===== config.mk =====
export PLATFORM = sky130hd
export DESIGN_NAME = palette_nearest_color_quantizer_flat
export DESIGN_NICKNAME = d
export VERILOG_FILES = /design/src/rtl/pnq_pkg.sv /design/src/rtl/pnq_if.sv /design/src/rtl/palette_nearest_color_quantizer.sv /design/src/flat_wrapper.sv
export SDC_FILE = /design/constraint.sdc
export NUM_CORES = 1
export LEC_CHECK = 0
export ABC_AREA = 0
export BUFFER_PORTS_ARGS = -buffer_cell sky130_fd_sc_hd__buf_2
export CAP_MARGIN = 25
export CORE_ASPECT_RATIO = 0.9
export CORE_MARGIN = 2
export CORE_UTILIZATION = 60
export DETAILED_ROUTE_END_ITERATION = 7
export PLACE_DENSITY = 0.77
export SLEW_MARGIN = 20
export SYNTH_ARGS = -nofsm -noshare
export SYNTH_HDL_FRONTEND = slang
export SYNTH_SLANG_ARGS = --single-unit

===== constraint.sdc =====
create_clock -name clk_i -period 28.6 [get_ports clk_i]
set_input_delay 4.29 -clock clk_i [delete_from_list [all_inputs] [get_ports clk_i]]
set_output_delay 4.29 -clock clk_i [all_outputs]
set_load 0.01 [all_outputs]

===== src/rtl/pnq_pkg.sv =====
package pnq_pkg;

  localparam int unsigned CHAN_W  = 8;
  localparam int unsigned COLOR_W = 24;
  localparam int unsigned COUNT_W = 5;
  localparam int unsigned INDEX_W = 4;
  // three squared 8-bit differences: max 3 * 255^2 = 195075
  localparam int unsigned DIST_W  = 18;

  localparam logic CMD_LOAD  = 1'b0;
  localparam logic CMD_PIXEL = 1'b1;

  typedef struct packed {
    logic [CHAN_W-1:0] red;
    logic [CHAN_W-1:0] green;
    logic [CHAN_W-1:0] blue;
  } rgb_t;

  function automatic logic [2*CHAN_W-1:0] sq_diff(input logic [CHAN_W-1:0] a,
                                                  input logic [CHAN_W-1:0] b);
    logic [CHAN_W-1:0] d;
    d = (a > b) ? (a - b) : (b - a);
    return (2*CHAN_W)'(d) * (2*CHAN_W)'(d);
  endfunction

endpackage


===== src/rtl/pnq_if.sv =====
interface pnq_in_if;
  logic                         valid;
  logic                         ready;
  logic                         cmd;
  logic [pnq_pkg::INDEX_W-1:0]  entry_index;
  logic [pnq_pkg::COLOR_W-1:0]  entry_color;
  logic [pnq_pkg::CHAN_W-1:0]   red_in;
  logic [pnq_pkg::CHAN_W-1:0]   green_in;
  logic [pnq_pkg::CHAN_W-1:0]   blue_in;

  modport source (output valid, cmd, entry_index, entry_color, red_in, green_in, blue_in,
                  input ready);
  modport sink   (input valid, cmd, entry_index, entry_color, red_in, green_in, blue_in,
                  output ready);
endinterface

interface pnq_out_if;
  logic                       valid;
  logic                       ready;
  logic [pnq_pkg::CHAN_W-1:0] red_out;
  logic [pnq_pkg::CHAN_W-1:0] green_out;
  logic [pnq_pkg::CHAN_W-1:0] blue_out;

  modport source (output valid, red_out, green_out, blue_out, input ready);
  modport sink   (input valid, red_out, green_out, blue_out, output ready);
endinterface


===== src/rtl/palette_nearest_color_quantizer.sv =====
// Sequence: a load beat is written into the palette when accepted; with n = min(palette_count,
//   PALETTE_DEPTH) a pixel beat walks entries 0..n-1 through SCAN, DRAIN and FIN, one entry per
//   cycle on the single distance/compare unit (straight to FIN when n is 0). No new beat is taken
//   until FIN hands the result to the output register, which waits while out stalls.
// Reset: rst_ni async active low clears the sequencer, output valid and
//   palette_count; palette contents are undefined until loaded.
module palette_nearest_color_quantizer #(
  parameter int unsigned PALETTE_DEPTH = 16
) (
  input  logic                          clk_i,
  input  logic                          rst_ni,
  input  logic                          cfg_we_i,
  input  logic [pnq_pkg::COUNT_W-1:0]   cfg_wdata_i,
  pnq_in_if.sink                        in_i,
  pnq_out_if.source                     out_o
);

  localparam int unsigned IDX_W = $clog2(PALETTE_DEPTH);
  localparam int unsigned CNT_W = $clog2(PALETTE_DEPTH + 1);
  // compare width wide enough for both the register and the depth
  localparam int unsigned CMP_W = (CNT_W > pnq_pkg::COUNT_W) ? CNT_W : pnq_pkg::COUNT_W;

  localparam logic [1:0] ST_IDLE  = 2'd0;
  localparam logic [1:0] ST_SCAN  = 2'd1;  // issue palette reads
  localparam logic [1:0] ST_DRAIN = 2'd2;  // compare the last entry read
  localparam logic [1:0] ST_FIN   = 2'd3;  // hand result to output reg

  logic [1:0] state_q, state_d;

  logic [pnq_pkg::COUNT_W-1:0] count_q;

  // palette memory, registered read
  logic [pnq_pkg::COLOR_W-1:0] mem_q [PALETTE_DEPTH];
  logic [pnq_pkg::COLOR_W-1:0] rdata_q;

  logic [IDX_W-1:0] rd_idx_q, rd_idx_d;
  logic [CNT_W-1:0] n_q, n_d;
  logic             cmp_vld_q, cmp_vld_d;
  logic             out_vld_q, out_vld_d;

  pnq_pkg::rgb_t               pix_q, pix_d;
  pnq_pkg::rgb_t               res_q, res_d;
  pnq_pkg::rgb_t               out_q, out_d;
  logic [pnq_pkg::DIST_W-1:0]  best_q, best_d;

  logic                        in_acc;
  logic                        load_we;
  logic [CNT_W-1:0]            n_eff;
  logic [pnq_pkg::DIST_W-1:0]  dist_sum;
  pnq_pkg::rgb_t               entry;
  logic                        last_rd;
  logic                        out_free;

  assign in_i.ready = (state_q == ST_IDLE);
  assign in_acc     = in_i.valid & in_i.ready;
  assign load_we    = in_acc && (in_i.cmd == pnq_pkg::CMD_LOAD) &&
                      (CMP_W'(in_i.entry_index) < CMP_W'(PALETTE_DEPTH));

  // entries at or past the depth are never searched
  assign n_eff = (CMP_W'(count_q) > CMP_W'(PALETTE_DEPTH)) ? CNT_W'(PALETTE_DEPTH)
                                                           : CNT_W'(count_q);

  // shared distance unit: one palette entry per cycle
  assign entry    = pnq_pkg::rgb_t'(rdata_q);
  assign dist_sum = pnq_pkg::DIST_W'(pnq_pkg::sq_diff(pix_q.red,   entry.red))
                  + pnq_pkg::DIST_W'(pnq_pkg::sq_diff(pix_q.green, entry.green))
                  + pnq_pkg::DIST_W'(pnq_pkg::sq_diff(pix_q.blue,  entry.blue));

  assign last_rd  = (CNT_W'(rd_idx_q) == (n_q - CNT_W'(1)));
  assign out_free = !out_vld_q || out_o.ready;

  always_comb begin
    state_d   = state_q;
    rd_idx_d  = rd_idx_q;
    n_d       = n_q;
    cmp_vld_d = 1'b0;
    pix_d     = pix_q;
    res_d     = res_q;
    best_d    = best_q;
    out_vld_d = out_vld_q;
    out_d     = out_q;

    if (out_vld_q && out_o.ready) begin
      out_vld_d = 1'b0;
    end

    // strict less-than keeps the lower index on a tie
    if (cmp_vld_q && (dist_sum < best_q)) begin
      best_d = dist_sum;
      res_d  = entry;
    end

    case (state_q)
      ST_IDLE: begin
        if (in_acc && (in_i.cmd == pnq_pkg::CMD_PIXEL)) begin
          pix_d    = '{red: in_i.red_in, green: in_i.green_in, blue: in_i.blue_in};
          res_d    = '{red: in_i.red_in, green: in_i.green_in, blue: in_i.blue_in};
          best_d   = '1;
          n_d      = n_eff;
          rd_idx_d = '0;
          state_d  = (n_eff == '0) ? ST_FIN : ST_SCAN;
        end
      end
      ST_SCAN: begin
        cmp_vld_d = 1'b1;
        rd_idx_d  = rd_idx_q + IDX_W'(1);
        if (last_rd) begin
          state_d = ST_DRAIN;
        end
      end
      ST_DRAIN: begin
        state_d = ST_FIN;
      end
      ST_FIN: begin
        if (out_free) begin
          out_vld_d = 1'b1;
          out_d     = res_q;
          state_d   = ST_IDLE;
        end
      end
      default: begin
        state_d = ST_IDLE;
      end
    endcase
  end

  always_ff @(posedge clk_i or negedge rst_ni) begin
    if (!rst_ni) begin
      state_q   <= ST_IDLE;
      cmp_vld_q <= 1'b0;
      out_vld_q <= 1'b0;
      count_q   <= '0;
    end else begin
      state_q   <= state_d;
      cmp_vld_q <= cmp_vld_d;
      out_vld_q <= out_vld_d;
      if (cfg_we_i) begin
        count_q <= cfg_wdata_i;
      end
    end
  end

  always_ff @(posedge clk_i) begin
    rd_idx_q <= rd_idx_d;
    n_q      <= n_d;
    pix_q    <= pix_d;
    res_q    <= res_d;
    best_q   <= best_d;
    out_q    <= out_d;
  end

  always_ff @(posedge clk_i) begin
    if (load_we) begin
      mem_q[IDX_W'(in_i.entry_index)] <= in_i.entry_color;
    end
    rdata_q <= mem_q[rd_idx_q];
  end

  assign out_o.valid     = out_vld_q;
  assign out_o.red_out   = out_q.red;
  assign out_o.green_out = out_q.green;
  assign out_o.blue_out  = out_q.blue;

  // result beat only ever appears out of the finish state
  a_out_from_fin: assert property (@(posedge clk_i) disable iff (!rst_ni)
    $rose(out_vld_q) |-> $past(state_q) == ST_FIN)
    else $error("output valid rose outside finish state");

  // the read pointer never passes the searched count
  a_scan_bound: assert property (@(posedge clk_i) disable iff (!rst_ni)
    (state_q == ST_SCAN) |-> (CNT_W'(rd_idx_q) < n_q))
    else $error("palette read past active count");

  // empty palette goes straight to finish (pixel passthrough)
  a_empty_pass: assert property (@(posedge clk_i) disable iff (!rst_ni)
    (in_acc && (in_i.cmd == pnq_pkg::CMD_PIXEL) && (n_eff == '0)) |=> (state_q == ST_FIN))
    else $error("empty palette did not bypass scan");

endmodule


===== src/flat_wrapper.sv =====
// flat-port wrapper written by rule: the top's interface ports become plain ports
module palette_nearest_color_quantizer_flat 
#(
  parameter int unsigned PALETTE_DEPTH = 16
)
  (clk_i, rst_ni, cfg_we_i, cfg_wdata_i, in_i_valid, in_i_cmd, in_i_entry_index, in_i_entry_color, in_i_red_in, in_i_green_in, in_i_blue_in, in_i_ready, out_o_valid, out_o_red_out, out_o_green_out, out_o_blue_out, out_o_ready);
  pnq_in_if in_i_i ();
  pnq_out_if out_o_i ();
  input  logic clk_i;
  input  logic rst_ni;
  input  logic cfg_we_i;
  input  logic [pnq_pkg::COUNT_W-1:0] cfg_wdata_i;
  input wire logic [$bits(in_i_i.valid)-1:0] in_i_valid;
  input wire logic [$bits(in_i_i.cmd)-1:0] in_i_cmd;
  input wire logic [$bits(in_i_i.entry_index)-1:0] in_i_entry_index;
  input wire logic [$bits(in_i_i.entry_color)-1:0] in_i_entry_color;
  input wire logic [$bits(in_i_i.red_in)-1:0] in_i_red_in;
  input wire logic [$bits(in_i_i.green_in)-1:0] in_i_green_in;
  input wire logic [$bits(in_i_i.blue_in)-1:0] in_i_blue_in;
  output wire logic [$bits(in_i_i.ready)-1:0] in_i_ready;
  output wire logic [$bits(out_o_i.valid)-1:0] out_o_valid;
  output wire logic [$bits(out_o_i.red_out)-1:0] out_o_red_out;
  output wire logic [$bits(out_o_i.green_out)-1:0] out_o_green_out;
  output wire logic [$bits(out_o_i.blue_out)-1:0] out_o_blue_out;
  input wire logic [$bits(out_o_i.ready)-1:0] out_o_ready;
  assign in_i_i.valid = in_i_valid;
  assign in_i_i.cmd = in_i_cmd;
  assign in_i_i.entry_index = in_i_entry_index;
  assign in_i_i.entry_color = in_i_entry_color;
  assign in_i_i.red_in = in_i_red_in;
  assign in_i_i.green_in = in_i_green_in;
  assign in_i_i.blue_in = in_i_blue_in;
  assign in_i_ready = in_i_i.ready;
  assign out_o_valid = out_o_i.valid;
  assign out_o_red_out = out_o_i.red_out;
  assign out_o_green_out = out_o_i.green_out;
  assign out_o_blue_out = out_o_i.blue_out;
  assign out_o_i.ready = out_o_ready;
  palette_nearest_color_quantizer #(.PALETTE_DEPTH(PALETTE_DEPTH)) u_core (.clk_i(clk_i), .rst_ni(rst_ni), .cfg_we_i(cfg_we_i), .cfg_wdata_i(cfg_wdata_i), .in_i(in_i_i), .out_o(out_o_i));
endmodule

# Yosys cells after proc, flatten, opt, wreduce, memory -nomap -nowiden
# Memory sizes are Yosys's and may differ from the RTL's. A register that Yosys moved wholly into a read port is not among the register bits.
# Index checks and enable logic that the tools add are counted.
# totals
reg_bits	108
n_memories	1
ramBits	384
output_inout_bits	26
elab_cells	80
input_bits	63
# memory_table
memory	words	word_bits	read_ports	rd_clocked_by_memory_dff	write_ports	line	rtl
u_core.mem_q	16	24	1	1	1	palette_nearest_color_quantizer.sv:33	logic [pnq_pkg::COLOR_W-1:0] mem_q [PALETTE_DEPTH];
# classes
eq_ne	7
n_addsub	10
n_mul	3
reduce_logical	13
n_lt_le_gt_ge	5
n_mux	23
n_bitwise	2
# op_table
operator	n
$mux W24	3
$mux W18	3
$mul A8 B8 Y16	3
$sub A8 B8 Y8	6
$gt A8 B8 Y1	3
$mux W8	3
$add A18 B16 Y18	1
$lt A18 B18 Y1	1
$add A16 B16 Y17	1
$mux W2	4
$pmux W2 S4	1
$pmux W4 S2	1
$mux W1	6
$reduce_and A2 Y1	3
$eq A4 B5 Y1	1
$gt A5 B5 Y1 const B	1
$logic_not A5 Y1	1
$mux W5	1
$sub A5 B1 Y5 const B	1
$add A4 B1 Y4 const B	1
$eq A2 B2 Y1 const B	2
$logic_and A1 B1 Y1	4
$mux W4	1
$ne A2 B1 Y1 const B	2
9 further kinds	9

# Longest topological paths before layout
# Gate-level depths: netlist of run 1.
# depth
ltp_word	10
mapped_depth	49
mapped_depth_nobuf	47

# Worst setup path before layout of run 1
# Ideal clock, no wire load.
# synth_path
path_type	flip-flop to flip-flop
start	register u_core.pix_q[16] in the netlist's numbering
end	register u_core.best_q[11] in the netlist's numbering
arrival_ns	11.122
path_buffers	3
period_less_slack_ns	11.264
path_stages_with_launch	49
required_time_ns	28.459
slack_ns	17.336
setup_ns	0.141
path_cell_list	edfxtp_1 > inv_1 > ha_1 > inv_1 > fa_1 > a21oi_1 > o21ai_0 > a21oi_1 > nor2_2 > mux2i_1 > xor2_1 > inv_1 > nand2_1 > fa_1 > fa_1 > inv_1 > fa_1 > fa_1 > (+13 left out) > fa_1 > inv_1 > ha_1 > a21oi_1 > nor2_1 > a211oi_1 > o21a_1 > xnor2_1 > ha_1 > o21ai_0 > o21bai_1 > a211oi_1 > a211o_1 > and3_1 > clkbuf_1 > clkbuf_1 > clkbuf_1 > o211ai_1
# synth_between
elab_chain_cells	10
elab_cells_between_ends	12
classes_between	4 x add/sub; 1 x mul; 2 x order compare; 4 x mux; 1 x reduce/logical
# synth_lines
item	line	rtl
from (decl)	palette_nearest_color_quantizer.sv:41	pnq_pkg::rgb_t pix_q, pix_d;
from (signal assigned)	palette_nearest_color_quantizer.sv:146	pix_q <= pix_d;
$sub A8 B8 Y8 / $gt A8 B8 Y1 (equally long branches)	pnq_pkg.sv:22	d = (a > b) ? (a - b) : (b - a);
$mux W8 (*)	pnq_pkg.sv:22	
$mul A8 B8 Y16 (*)	pnq_pkg.sv:23	return (2*CHAN_W)'(d) * (2*CHAN_W)'(d);
$add A16 B16 Y17 (*)	palette_nearest_color_quantizer.sv:66	+ pnq_pkg::DIST_W'(pnq_pkg::sq_diff(pix_q.green, entry.green))
$add A18 B16 Y18 (*)	palette_nearest_color_quantizer.sv:67	+ pnq_pkg::DIST_W'(pnq_pkg::sq_diff(pix_q.blue, entry.blue));
$lt A18 B18 Y1	palette_nearest_color_quantizer.sv:88	if (cmp_vld_q && (dist_sum < best_q)) begin
$logic_and A1 B1 Y1	palette_nearest_color_quantizer.sv:88	
$mux W18 (*)	palette_nearest_color_quantizer.sv:88	
$mux W18	palette_nearest_color_quantizer.sv:95	if (in_acc && (in_i.cmd == pnq_pkg::CMD_PIXEL)) begin
$mux W18 (*)	palette_nearest_color_quantizer.sv:93	case (state_q)
net u_core.best_d (one bit)	palette_nearest_color_quantizer.sv:44	logic [pnq_pkg::DIST_W-1:0] best_q, best_d;
to (signal assigned)	palette_nearest_color_quantizer.sv:148	best_q <= best_d;
to (decl)	palette_nearest_color_quantizer.sv:44	
# Mark *: on every way through the listed nets, which the timed path passes. The rest lies on a longest branch.
# A chain may end at the register's enable or synchronous reset.

# Worst setup path in the final report of run 1
# layout_path
start	register u_core.rdata_q, in the netlist u_core.entry[16] (read register of u_core.mem_q)
end	register u_core.best_q[10] in the netlist's numbering
# layout_between
elab_chain_cells	10
elab_cells_between_ends	12
classes_between	4 x add/sub; 1 x mul; 2 x order compare; 4 x mux; 1 x reduce/logical
# layout_lines
item	line	rtl
from (decl)	palette_nearest_color_quantizer.sv:34	logic [pnq_pkg::COLOR_W-1:0] rdata_q;
$sub A8 B8 Y8 / $gt A8 B8 Y1 (equally long branches)	pnq_pkg.sv:22	
$mux W8 (*)	pnq_pkg.sv:22	
$mul A8 B8 Y16 (*)	pnq_pkg.sv:23	
$add A16 B16 Y17 (*)	palette_nearest_color_quantizer.sv:66	
$add A18 B16 Y18 (*)	palette_nearest_color_quantizer.sv:67	
$lt A18 B18 Y1	palette_nearest_color_quantizer.sv:88	
$logic_and A1 B1 Y1	palette_nearest_color_quantizer.sv:88	
$mux W18 (*)	palette_nearest_color_quantizer.sv:88	
$mux W18	palette_nearest_color_quantizer.sv:95	
$mux W18 (*)	palette_nearest_color_quantizer.sv:93	
net u_core.best_d (one bit)	palette_nearest_color_quantizer.sv:44	
# Marks and branches as above.

==> results_dict.tcl, run 1 <==
set metrics [dict create \
    htree_levels 2 \
    ys_seq_elements 516 \
    skew_ps 10.6 \
    cts_root_buffer "clkbuf_16" \
    cp_max_fo 31 \
    worstHoldPathType "flip-flop to flip-flop" \
    cts_resized 0 \
    syn_avg_cell_area_um2 13.2 \
    cts_setup_buffers 0 \
    outcome "finished clean" \
    layout_common_cells "edfxtp_1 (441), inv_1 (264), ha_1 (162), a21oi_1 (132)" \
    clk_latency_ps 560 \
    core.rowCount 73 \
    fin_crit_ps 12670 \
    die_h_um 206 \
    finalSetupTns_ps 0 \
    crit_slowest_cell "o31ai_2" \
    antenna_found_initial 9 \
    synth_cell_type_count 66 \
    hpwl_um 39000 \
    ant_nets 0 \
    drt_iter0_markers 1493 \
    grtUsageTotal 0.255 \
    place_congestion 0.889 \
    clock.fmax_ghz 0.0789 \
    wl_um 59000 \
    hold_viol_final 0 \
    netlist_area_um2 27100 \
    relSlewSlack 0.307 \
    num_vias 16400 \
    yosys_warnings 0 \
    die_area_um2 46900 \
    arrival_ps 13110 \
    synthFlopType "edfxtp_1" \
    maxCapViolCount 0 \
    cts_made_buffers 49 \
    clock_sinks 516 \
    num_io_pins 89 \
    crit_type "flip-flop to flip-flop" \
    grt_pass1_vias 17000 \
    end_kind "flip-flop" \
    hold_buffers 0 \
    synth_area_leaders "edfxtp_1 (49%), fa_1 (9.0%), ha_1 (7.5%)" \
    vias_per_cell 5.85 \
    clockBufferDepth 3 \
    synth_edf_count 441 \
    worstPathRequired_ps 29040 \
    clkTransAtPathRegs_ps 60 \
    rsz0062_at_grt "no" \
    ys_seq_area_frac 0.545 \
    synth_top_area_share 0.488 \
    drc 0 \
    grt_max_degree 60 \
    area.growth.synth_to_final_pct 10.4 \
    cts_tree "yes" \
    initial_utilization 0.611 \
    yosys.area.top_type "edfxtp_1" \
    coreArea_um2 44400 \
    final_common_cell "edfxtp_1" \
    synthCells 2063 \
    firstDrtPassIters 5 \
    setup_viol 0 \
    grt_first_pass_wirelength_um 91900 \
    fin_crit_sh 0.443 \
    fin_nets 2510 \
    drive_above_1_share 0.137 \
    maxSlewViolCount 0 \
    wl_per_cell_um 21.0 \
    synthArstFlopShare 0.0174 \
    cpMostUsedCell "fa_1" \
    syn-num-nets 2410 \
    startpoint_type "flip-flop" \
    die_w_um 228 \
    slowest_delay_ps 770 \
    port_buffers 88 \
    overflow 0 \
    worst_pin_slew_ps 1040 \
]
[sequential cells by signal (all words and copies together), names as in the netlist]
name	count
u_core.out_o.red_out	8
u_core.rd_idx_q	4
u_core.res_q	24
u_core.n_q	5
u_core.out_o.green_out	8
u_core.best_q	18
u_core.entry	24
u_core.mem_q	384
u_core.pix_q	24
u_core.state_q	2
u_core.cmp_vld_q	1
u_core.count_q	5
u_core.out_o.blue_out	8
u_core.out_o.valid	1
[logic make-up after synthesis]
group | after synthesis | share of synthesized area
flops | 516 | 0.545
xor+xnor | 60 | 0.0202
buf+inv | 338 | 0.0477
mux | 169 | 0.0858
simple gates | 347 | 0.0559
fa+ha+maj | 284 | 0.165
compound gates | 349 | 0.0805
[routing by layer]
metal  global-route usage  share of wire
met1                0.326           0.41
met2                0.450           0.51
met3               0.0330          0.053
met4               0.0922          0.030
met5                    0        0.00086
[worst paths after layout]
path                                       start                   endpoint  slack [ps]  cells past startpoint
worst max-delay path            u_core.entry[16]          u_core.best_q[10]       15930                     46
worst min-delay path             u_core.res_q[9]  u_core.out_o.green_out[1]         430                      0
worst max register to register  u_core.entry[16]          u_core.best_q[10]       15930                     46
worst min register to register   u_core.res_q[9]  u_core.out_o.green_out[1]         430                      0
max in group asynchronous                 rst_ni          u_core.count_q[1]       24840                      1
min in group asynchronous                 rst_ni          u_core.count_q[4]        3580                      1
[synthesized netlist by cell type, types with 2 or more instances]
cell type / number
a211o_1: 3
a211oi_1: 8
a21boi_0: 3
a21o_1: 18
a21oi_1: 132
a221o_1: 4
a221oi_1: 25
a22oi_1: 24
a31oi_1: 9
and2_1: 5
and3_1: 6
buf_1: 10
buf_2: 14
clkbuf_1: 46
dfrtp_1: 9
dfxtp_1: 66
edfxtp_1: 441
fa_1: 122
ha_1: 162
inv_1: 264
inv_2: 2
mux2_2: 25
mux2i_1: 95
mux4_2: 48
nand2_1: 122
nand2b_1: 20
nand3_1: 10
nand3b_1: 5
nand4_1: 9
nor2_1: 132
nor2b_1: 13
nor3_1: 12
o211ai_1: 17
o21a_1: 6
o21ai_0: 72
o21bai_1: 8
o221ai_1: 3
o2bb2ai_1: 2
o31ai_1: 3
or2_2: 5
or3_1: 2
xnor2_1: 31
xor2_1: 26
xor2_2: 2
[critical path, delay by kind of cell, from the launching register on]
family / cells / cell delay, ps
xor gates and xnor gates: 2 / 310
AOI/OAI and AO/OA: 14 / 3400
and+or+nand+nor: 6 / 1230
buffers and inverters: 9 / 950
adders and majority gates: 15 / 6290
DFF: 1 / 340
[metrics by stage]
step / util / hold slack (ps) / area (um^2) / cells / worst slack [ps]
detailed placement: 0.638 / 416 / 28300 / 2709 / 15890
finish: 0.675 / 431 / 29900 / 2802 / 15930
floorplan: - / 408 / 27100 / 2063 / 17340
CTS: 0.673 / 431 / 29900 / 2796 / 15820
global route: 0.675 / 442 / 29900 / 2801 / 15210
global placement: 0.638 / 413 / 28300 / 2708 / 16170
[layout make-up]
type                       count  area (um^2)
clock inverter                27          260
sequential                   516        14800
fill                        3102        14400
tap                          600          751
antenna                        3         7.51
timing repair buffer         120          721
clock buffer                  60         1310
inverter                     267         1000
multi-input combinational   1209        11100
Power of run 1 is not shown: default switching activity piles up to over one toggle a cycle in this logic, so the estimate is an artifact.
==> run 2, diff against run 1 <==
--- a/config.mk
+++ b/config.mk
@@ -5,7 +5,7 @@
 export SDC_FILE = /design/constraint.sdc
 export NUM_CORES = 1
 export LEC_CHECK = 0
-export ABC_AREA = 0
+export ABC_AREA = 1
 export BUFFER_PORTS_ARGS = -buffer_cell sky130_fd_sc_hd__buf_2
 export CAP_MARGIN = 25
 export CORE_ASPECT_RATIO = 0.9
==> constraint.sdc (replaced) <==
create_clock -name clk_i -period 11.7 [get_ports clk_i]
set_input_delay 1.755 -clock clk_i [delete_from_list [all_inputs] [get_ports clk_i]]
set_output_delay 1.755 -clock clk_i [all_outputs]
set_load 0.01 [all_outputs]
==> results_dict.tcl, run 2 <==
set metrics [dict create \
    fin_nets 3260 \
    coreArea_um2 46700 \
    fin_crit_sh 0.941 \
    grt_pass1_vias 20600 \
    synthTopCellsByCount "nand2_1 (604), edfxtp_1 (441), inv_1 (389)" \
    place_congestion 0.910 \
    post-synth-top-count-cell "nand2_1" \
    die_h_um 211 \
    synthCells 2840 \
    ant_nets 0 \
    synth_area_leaders "edfxtp_1 (46%), fa_1 (8.6%), nand2_1 (8.0%)" \
    clock_sinks 516 \
    regMostFlops "u_core.mem_q" \
    postLayoutCellArea_um2 31200 \
    arrival_ps 11490 \
    cpMostUsedCell "fa_1" \
    startpoint_type "flip-flop" \
    cts_setup_buffers 0 \
    r2r-start "u_core.pix_q[16]" \
    worst_r2r_path_depth 51 \
    synth_edf_count 441 \
    antenna_found_initial 3 \
    vias_per_cell 5.72 \
    grtUsageTotal 0.294 \
    drive_above_1_share 0.105 \
    drt_iter0_markers 2311 \
    maxSlewViolCount 0 \
    drc 0 \
    netlist_area_um2 28500 \
    grt_first_pass_wirelength_um 110000 \
    synth_cell_type_count 50 \
    finalSetupTns_ps 0 \
    skew_ps 24.1 \
    yosys_warnings 0 \
    hold_viol_final 0 \
    whs_endpoint "u_core.out_o.green_out[1]" \
    synth_top_area_share 0.465 \
    placed_area_um2 29600 \
    num_vias 20500 \
    cts_tree "yes" \
    initial_utilization 0.610 \
    timing.rr.end "u_core.res_q[6]" \
    crit_slowest_cell "fa_1" \
    cts_root_buffer "clkbuf_16" \
    worstHoldPathType "flip-flop to flip-flop" \
    cts_made_buffers 51 \
    maxCapViolCount 0 \
    synthArstFlopShare 0.0174 \
    syn-num-nets 3187 \
    grt_max_degree 198 \
    port_buffers 88 \
    yosys.area.top_type "edfxtp_1" \
    crit_family "adder cells" \
    crit_type "flip-flop to flip-flop" \
    cp_max_fo 24 \
    area.growth.synth_to_final_pct 9.58 \
    hold_buffers 0 \
    hp-start "u_core.res_q[9]" \
    layout_common_cells "nand2_1 (604), edfxtp_1 (441), inv_1 (386), nor2_1 (228), nand3_1 (175)" \
    core.rowCount 75 \
    setup_viol 0 \
    clock.fmax_ghz 0.0908 \
    slowest_delay_ps 560 \
    synthFlopType "edfxtp_1" \
    clkTransAtPathRegs_ps 70 \
    nFillCells 3543 \
    clk_latency_ps 610 \
    firstDrtPassIters 7 \
    r2r_slack_ps 690 \
    ys_seq_area_frac 0.519 \
    outcome "finished clean" \
    worst_pin_slew_ps 1100 \
    die_w_um 234 \
    worstPathRequired_ps 12170 \
    syn_avg_cell_area_um2 10.0 \
    num_io_pins 89 \
    end_kind "flip-flop" \
    wl_per_cell_um 20.0 \
    clockBufferDepth 3 \
    die_area_um2 49300 \
    largest_reg_flops 384 \
    hold_depth 0 \
    ys_seq_elements 516 \
    hpwl_um 46400 \
    overflow 0 \
    wl_um 71400 \
    rsz0062_at_grt "yes" \
    path_buf_inv 12 \
    fin_crit_ps 11010 \
    final_common_cell "nand2_1" \
    htree_levels 2 \
    relSlewSlack 0.268 \
]
## run 2: cell types whose count changed after synthesis, moves of 23 or more
cell and change:
nand3_1 +165, o21ai_0 +82, nand2_2 +23, inv_1 +125, mux2i_1 -95, mux2_2 -25, o22ai_1 +27, a22oi_1 -24
nor2_1 +114, nand2_1 +482, buf_2 +27, nand4_1 +24, mux4_2 -48, a221oi_1 -25
## run 2: logic make-up (layout without fill, tap and decap cells)
logic type,Yosys count,after routing,synth area share
fa+ha+maj,284,284,0.157
compound gates,368,368,0.0733
simple gates,1124,1124,0.168
buf+inv,504,620,0.0692
xor+xnor,44,44,0.0135
other cells,0,1,0
flops,516,516,0.519
## run 2: cell type report
class	instances	area, um^2	area share
flip-flops and latches	516	14800	0.474
clock buffers	70	1400	0.0448
diodes	1	2.50	0.0000801
multi-input cells	1820	11800	0.378
repair buffers	119	698	0.0224
well taps	616	771	0.0247
inverters	405	1530	0.0490
clock inverters	26	229	0.00733
## run 2: how the worst max path moves through the flow
stage	start	to	cells past startpoint
after floorplan	u_core.pix_q[16]	u_core.best_q[7]	54
after global placement	u_core.entry[19]	u_core.best_q[11]	47
after detailed placement	u_core.pix_q[19]	u_core.best_q[11]	49
after CTS	u_core.pix_q[19]	u_core.best_q[11]	49
after global routing	u_core.pix_q[16]	u_core.best_q[11]	52
final	u_core.pix_q[16]	u_core.res_q[6]	51
## run 2: per-stage QoR
step           setup slack, ps  instances  hold slack, ps  utilization
2_1_floorplan             1700       2840             408            -
4_1_cts                    453       3572             430        0.668
3_3_place_gp               779       3476             416        0.633
6_report                   687       3573             428        0.668
3_5_place_dp               497       3476             417        0.633
5_1_grt                  -26.9       3573             445        0.668
## run 2: timing repair
| action | in CTS | in global routing |
|---|---|---|
| setup endpoints to repair | 0 | 42 |
| endpoints found under the hold margin | 0 | 0 |
| gates resized for setup | 0 | 6 |
## run 2: metal layers
metal	wire [um]	track usage	up-vias
met5	16	0	-
met4	2510	0.104	2
met3	6250	0.0464	161
met2	33900	0.485	987
met1	28800	0.398	9758
li1	-	-	9545
Power of run 2 is left out for the same reason.
